<file path="src/rtl/core/ilir_pkg.sv">
// ---------------------------------------------------------------------------
// ilir_pkg
// Shared sizes, codes and word types of the indexed list.
// ---------------------------------------------------------------------------
package ilir_pkg;

   // storage geometry
   localparam int DEPTH       = 64;
   localparam int ELEM_W      = 32;
   localparam int CNT_W       = 7;
   localparam int CMD_W       = 3;
   localparam int STAT_W      = 2;
   localparam int GROUP_SIZE  = 8;
   localparam int NUM_GROUPS  = DEPTH / GROUP_SIZE;
   localparam int CAP_RESET   = 64;

   // command codes
   localparam logic [CMD_W-1:0] CMD_INSERT = 3'd0;
   localparam logic [CMD_W-1:0] CMD_REMOVE = 3'd1;
   localparam logic [CMD_W-1:0] CMD_GET    = 3'd2;
   localparam logic [CMD_W-1:0] CMD_SET    = 3'd3;
   localparam logic [CMD_W-1:0] CMD_CLEAR  = 3'd4;

   // status codes
   localparam logic [STAT_W-1:0] ST_OK     = 2'd0;
   localparam logic [STAT_W-1:0] ST_FULL   = 2'd1;
   localparam logic [STAT_W-1:0] ST_EMPTY  = 2'd2;
   localparam logic [STAT_W-1:0] ST_BADPOS = 2'd3;

   // what every cell does this cycle
   typedef enum logic [1:0] {
      CELL_HOLD,
      CELL_INSERT,
      CELL_REMOVE,
      CELL_WRITE
   } cell_op_type;

   typedef struct packed {
      cell_op_type        op;
      logic [CNT_W-1:0]   pos;
      logic [ELEM_W-1:0]  value;
   } cell_ctrl_type;

   typedef struct packed {
      logic [CMD_W-1:0]   cmd;
      logic [CNT_W-1:0]   position;
      logic [ELEM_W-1:0]  elem_value;
   } req_word_type;

   typedef struct packed {
      logic [STAT_W-1:0]  status;
      logic [ELEM_W-1:0]  data_out;
      logic [CNT_W-1:0]   count;
   } rsp_word_type;

endpackage

</file>
<file path="src/rtl/core/ilir_cell.sv">
// ---------------------------------------------------------------------------
// ilir_cell
// One list entry. Shifts up, shifts down, takes a new value or holds, by
// comparing its own rank with the broadcast position.
// ---------------------------------------------------------------------------
module ilir_cell import ilir_pkg::*; (
   input  logic                clock,
   input  cell_ctrl_type       ctrl,
   input  logic [CNT_W-1:0]    cell_idx,
   input  logic [ELEM_W-1:0]   left_entry,
   input  logic [ELEM_W-1:0]   right_entry,
   output logic [ELEM_W-1:0]   entry,
   output logic [ELEM_W-1:0]   sel_data
);

   logic [ELEM_W-1:0] entry_ff;
   logic [ELEM_W-1:0] entry_in;

   // next entry value
   always_comb begin
      entry_in = entry_ff;
      case (ctrl.op)
         CELL_INSERT: begin
            if (cell_idx > ctrl.pos) begin
               entry_in = left_entry;
            end else if (cell_idx == ctrl.pos) begin
               entry_in = ctrl.value;
            end
         end
         CELL_REMOVE: begin
            if (cell_idx >= ctrl.pos) begin
               entry_in = right_entry;
            end
         end
         CELL_WRITE: begin
            if (cell_idx == ctrl.pos) begin
               entry_in = ctrl.value;
            end
         end
         default: begin
            entry_in = entry_ff;
         end
      endcase
   end

   // payload only, no reset
   always_ff @(posedge clock) begin
      entry_ff <= entry_in;
   end

   assign entry    = entry_ff;
   // old contents offered to the read tree when addressed
   assign sel_data = (cell_idx == ctrl.pos) ? entry_ff : '0;

endmodule

</file>
<file path="config.mk">
export PLATFORM = sky130hd
export DESIGN_NAME = ilir_cell
export DESIGN_NICKNAME = d
export VERILOG_FILES = /design/src/rtl/core/ilir_pkg.sv /design/src/rtl/core/ilir_cell.sv
export SDC_FILE = /design/constraint.sdc
export NUM_CORES = 1
export LEC_CHECK = 0
export BUFFER_PORTS_ARGS = -buffer_cell sky130_fd_sc_hd__buf_2
export CAP_MARGIN = 40
export CORE_ASPECT_RATIO = 1.4
export CORE_MARGIN = 2
export CORE_UTILIZATION = 44
export DETAILED_ROUTE_END_ITERATION = 6
export GPL_TIMING_DRIVEN = 1
export PLACE_DENSITY = 0.84
export SYNTH_ARGS = -nofsm -noshare
export SYNTH_HDL_FRONTEND = slang
export SYNTH_SLANG_ARGS = --single-unit
</file>
<file path="constraint.sdc">
create_clock -name clock -period 10.65 [get_ports clock]
set_clock_uncertainty 0.1 [all_clocks]
set_input_delay 2.13 -clock clock [delete_from_list [all_inputs] [get_ports clock]]
set_output_delay 2.13 -clock clock [all_outputs]
set_load 0.05 [all_outputs]
</file>
==> results of run 1 <==
cells by family after synthesis:
group,Yosys count
multiplexers,32
adder cells (fa/ha/maj),7
flip-flops,32
buffers and inverters,56
AO/OA/AOI/OAI,41
AND/OR/NAND/NOR,73
path summary, 6_finish.rpt:
path | start | endpoint | cells past startpoint
min reg2reg | entry[15]$_DFFE_PP_ | entry[15]$_DFFE_PP_ | 2
min | entry[15]$_DFFE_PP_ | entry[15]$_DFFE_PP_ | 2
max | ctrl[38] | sel_data[17] | 8
max reg2reg | entry[24]$_DFFE_PP_ | entry[24]$_DFFE_PP_ | 2
stage by stage:
stage,cell area [sq um],cells,hold WS (ns),worst slack (ns),power [mW]
after floorplan,2326,241,0.8894,4.807,0.2990
after global placement,3237,471,0.5555,4.392,0.3480
after detailed placement,3292,473,0.5637,4.288,0.3544
after CTS,3368,480,0.5797,4.278,0.4383
after global routing,3368,480,0.6245,4.131,0.4563
final,3368,480,0.5793,4.310,0.4344
power breakdown:
part           switching [mW]  internal, mW  total, mW
logic                   0.117        0.0540      0.171
registers              0.0133         0.166      0.180
clock network          0.0401        0.0430     0.0831
placed cells by master (no fill, tap or decap), types with 2 or more instances in the layout:
cell / Yosys / routed
o31a_1: 2 / 2
a21oi_1: 4 / 4
ha_1: 7 / 7
nand2_1: 34 / 34
o221ai_1: 32 / 32
buf_4: 3 / 4
edfxtp_1: 32 / 32
and2_1: 32 / 32
clkinv_1: 0 / 2
mux2i_1: 32 / 32
buf_2: 4 / 176
inv_1: 40 / 40
buf_16: 0 / 2
clkbuf_8: 0 / 5
nor2_2: 0 / 2
layer usage:
metal / track usage, % / up-vias / part of all wire, % / wire [um]
met2: 43.45 / 118 / 55 / 3801
met4: 8.681 / 0 / 2.4 / 170
met5: 0 / - / 0 / 0
li1: - / 1197 / - / -
met3: 4.631 / 14 / 7.0 / 489
met1: 24.86 / 1091 / 36 / 2481
worst reg2reg max path, stage by stage (launching register included):
cell,delay [ns]
edfxtp_1,0.43
mux2i_1,0.19
o221ai_1,0.13
final cells by class:
cell class | instances | area, sq um
clock buffers | 5 | 68.82
clock inverters | 2 | 7.507
fillers | 444 | 1752
inverters | 40 | 150.1
multi-input cells | 153 | 1132
flip-flops and latches | 32 | 960.9
well taps | 66 | 82.58
repair buffers | 182 | 965.9
==> results.ini, run 1 <==
[clocking]
clkTransAtPathRegs_ns=0.07
cts_setup_buffers=0
clockRootBuffer=clkbuf_8
h-tree-depth=2
cts_buffers=5
clk-insertion-delay-late_ns=0.27
cts_hold_buf=0
cts_tree=done
cts.sinks=32
cts_buffer_depth=2
cts_resized=0

[floorplan]
start_util_pct=45.43
core_sq_um=5120
ioPinCount=177
die_y_um=90.03
die_w_um=65.45
rows=31
die_area_sq_um=5892

[critical_path]
required_ns=8.42
regToRegSetupSlack_ns=9.54
cp_top_family=simple AND/OR/NAND/NOR gates
crit_chain=buf_2 > inv_1 > ha_1 > nand4_1 > nor2_2 > buf_4 > and2_1 > buf_2
path_class=input pin to output pin
start_kind=input pin
worstPathMaxFanout=20
critPathMaxStageDelay_ns=0.58
critPathCaptureType=output pin
cpMostUsedCell=buf_2
crit_buf_inv=4
crit_slowest_cell=nor2_2
crit_arrival_ns=4.11

[sta]
finalCritPeriodShare_pct=59.53
worst_pin_slew_ns=0.6516
final.min_clock_period_ns=6.340
setup_viol=0
maxSlewViolCount=0
fin_setup_tns_ns=0
rsz0062_at_grt=no
max_freq_mhz=157.7
hold_violations=0
relSlewSlack_pct=56.51

[run]
maxCapViolCount=0

[logic_synthesis]
yosysMostFrequentCell=inv_1
ys.flop_type=edfxtp_1
synthCells=241
syn-cell-area_sq_um=2326
synth_area_leaders=edfxtp_1 41%, mux2i_1 14%, o221ai_1 12%
synth_top_family_by_area=simple AND/OR/NAND/NOR gates
synth_simple_gate_area_share_pct=15.71
synth_top_cell_by_area=edfxtp_1
ys_types=22
synthXorXnorAreaFrac_pct=0
synth_fp_nets=361
post-synth-top-area-fraction_pct=41.31
synthAdderAreaFrac_pct=3.765
async_reset_ff_share_pct=0
synth_common_cells=40 x inv_1, 34 x nand2_1
synth-seq-cells=32
ys_warn_count=0
ys_seq_area_share_pct=41.31
synth_compound_area_share_pct=14.74
synth_edf_count=32
synthMuxAreaShare_pct=13.77
avgSynthCellArea_sq_um=9.651

[route]
wl_um=6942
wire_per_inst_um=14.46
num_vias=2420
first_pass_iters=4
antenna_left=0
route.detailed.drc=0
drt-vias-per-instance=5.042
drt_iter0_drc=84

[power]
power_density_nw_per_um2=129.0
ir_drop_mv=0.09747
p_leak_nw=1.933

[global_routing]
grt_max_degree=33
grt_pass1_wl_um=10780
grt_remaining_overflow=0
first_global_vias=2345
antenna_found_initial=0
grt_use_total_pct=23.26

[worst_hold_path]
hold_path_class=register to register

[status]
status=completed

[layout]
final_nets=534
drive_above_1_share_pct=46.38
largest_register_ffs=32
insertedDiodeCount=0
fin_util_pct=65.79
synthToLayoutAreaGrowth_pct=44.81

[place]
gp_congestion=0.8767
dp_hpwl_um=5481
port_buffers=176

No activity file was read; power rests on OpenSTA's default activity.
==> run 2, diff against run 1 <==
- CORE_UTILIZATION: 44 -> 37
- PLACE_DENSITY: 0.84 -> 0.75
- clock period: 10.65 -> 5.6 ns (I/O delays scaled with it)
==> results.ini, run 2 (same netlist as run 1, synthesis figures left out) <==
[sta]
final.min_clock_period_ns=4.319
hold_violations=0
finalCritPeriodShare_pct=77.13
max_freq_mhz=231.5
fin_setup_tns_ns=0
worst_pin_slew_ns=0.7364
setup_viol=0
maxSlewViolCount=0
relSlewSlack_pct=50.85
rsz0062_at_grt=no

[critical_path]
start_kind=input pin
path_class=input pin to output pin
r2r_cells=2
regToRegSetupSlack_ns=4.50
startpoint=ctrl[38]
required_ns=4.38
endpoint=sel_data[23]
worstPathMaxFanout=20
rr_startpoint=entry[23]$_DFFE_PP_
crit_arrival_ns=3.10
r2r_end=entry[23]$_DFFE_PP_
critPathCaptureType=output pin

[layout]
final_area_sq_um=3377
final_cell_mix=176 x buf_2, 40 x inv_1, 34 x nand2_1
final_nets=534
layout_commonest_cell=buf_2
largest_register_ffs=32
synthToLayoutAreaGrowth_pct=45.19
insertedDiodeCount=0
final_cells=486
drive_above_1_share_pct=46.62

[global_routing]
grt_pass1_wl_um=10540
grt_max_degree=33
first_global_vias=2243
grt_remaining_overflow=0
grt_use_total_pct=18.95
antenna_found_initial=0

[clocking]
cts_setup_buffers=0
cts_tree=done
h-tree-depth=2
cts_buffer_depth=2
clockRootBuffer=clkbuf_8
clkTransAtPathRegs_ns=0.06
clk-insertion-delay-late_ns=0.27
cts_hold_buf=0
cts_buffers=5
cts_resized=0
cts.sinks=32

[route]
wl_met2_um=3666
drt-vias-per-instance=4.940
num_vias=2401
top_layer_used=met4
first_pass_iters=4
wl_um=6717
drt_iter0_drc=60
wl_met3_um=414
wire_per_inst_um=13.82
route.detailed.drc=0
met1_length_um=2586
antenna_left=0

[floorplan]
ioPinCount=177
die_area_sq_um=6946
start_util_pct=37.71
die_y_um=97.82
die_w_um=71.01
rows=34
core_sq_um=6168

[place]
port_buffers=176
post-place-cells=479
gp_congestion=0.8886
dp_hpwl_um=5377
postPlaceCellArea_sq_um=3299

[power]
p_leak_nw=1.934
ir_drop_mv=0.1372
power_density_nw_per_um2=245.2

[worst_hold_path]
hold_path.startpoint=entry[14]$_DFFE_PP_
hold_path_class=register to register

[run]
maxCapViolCount=0

[status]
status=completed

==> run 2: cell types whose count changed in the layout (fill, tap and decap cells not counted) <==
cell,delta
clkbuf_1,+1
clkinv_1,-2
clkinv_2,+1
==> run 2: report_power, final <==
| group | internal (mW) | switching (mW) | total [mW] |
|---|---|---|---|
| Clock | 0.0843 | 0.0758 | 0.160 |
| Combinational | 0.103 | 0.222 | 0.325 |
| Sequential | 0.317 | 0.0263 | 0.343 |
| Total | 0.503 | 0.325 | 0.828 |
==> run 2: layout make-up <==
cell class              instances  area (sq um)
clock buffers                   6         72.57
clock inverters                 1         5.005
fillers                       579          2791
inverters                      40         150.1
multi-input cells             153          1132
flip-flops and latches         32         960.9
well taps                      72         90.09
repair buffers                182         965.9
==> run 2: worst min-delay path by stage <==
stage | end | slack (ns) | cells after the start
final | entry[14]$_DFFE_PP_ | 0.58 | 2
after global placement | entry[20]$_DFFE_PP_ | 0.56 | 2
after detailed placement | entry[5]$_DFFE_PP_ | 0.57 | 2
after floorplan | entry[23]$_DFFE_PP_ | 0.89 | 2
after global routing | entry[30]$_DFFE_PP_ | 0.62 | 2
after CTS | entry[5]$_DFFE_PP_ | 0.59 | 2
==> run 2: worst max-delay path, stage by stage <==
cell,delay (ns)
buf_2,0.08
inv_1,0.03
ha_1,0.30
nand4_1,0.18
nor2_2,0.63
buf_4,0.34
and2_1,0.15
buf_2,0.25
==> run 2: routing by layer <==
layer / vias to the layer above / track usage, %
met4: 0 / 5.515
li1: 1198 / -
met2: 102 / 35.37
met5: - / 0
met3: 2 / 3.096
met1: 1099 / 21.78
==> run 2: through the flow <==
stage	worst slack, ns	util, %	power, mW	hold WS [ns]
2_1_floorplan	1.532	-	0.5687	0.8894
3_3_place_gp	1.329	52.60	0.6652	0.5599
3_5_place_dp	1.231	53.49	0.6755	0.5734
4_1_cts	1.225	54.75	0.8402	0.5888
5_1_grt	1.088	54.75	0.8745	0.6235
6_report	1.281	54.75	0.8279	0.5812
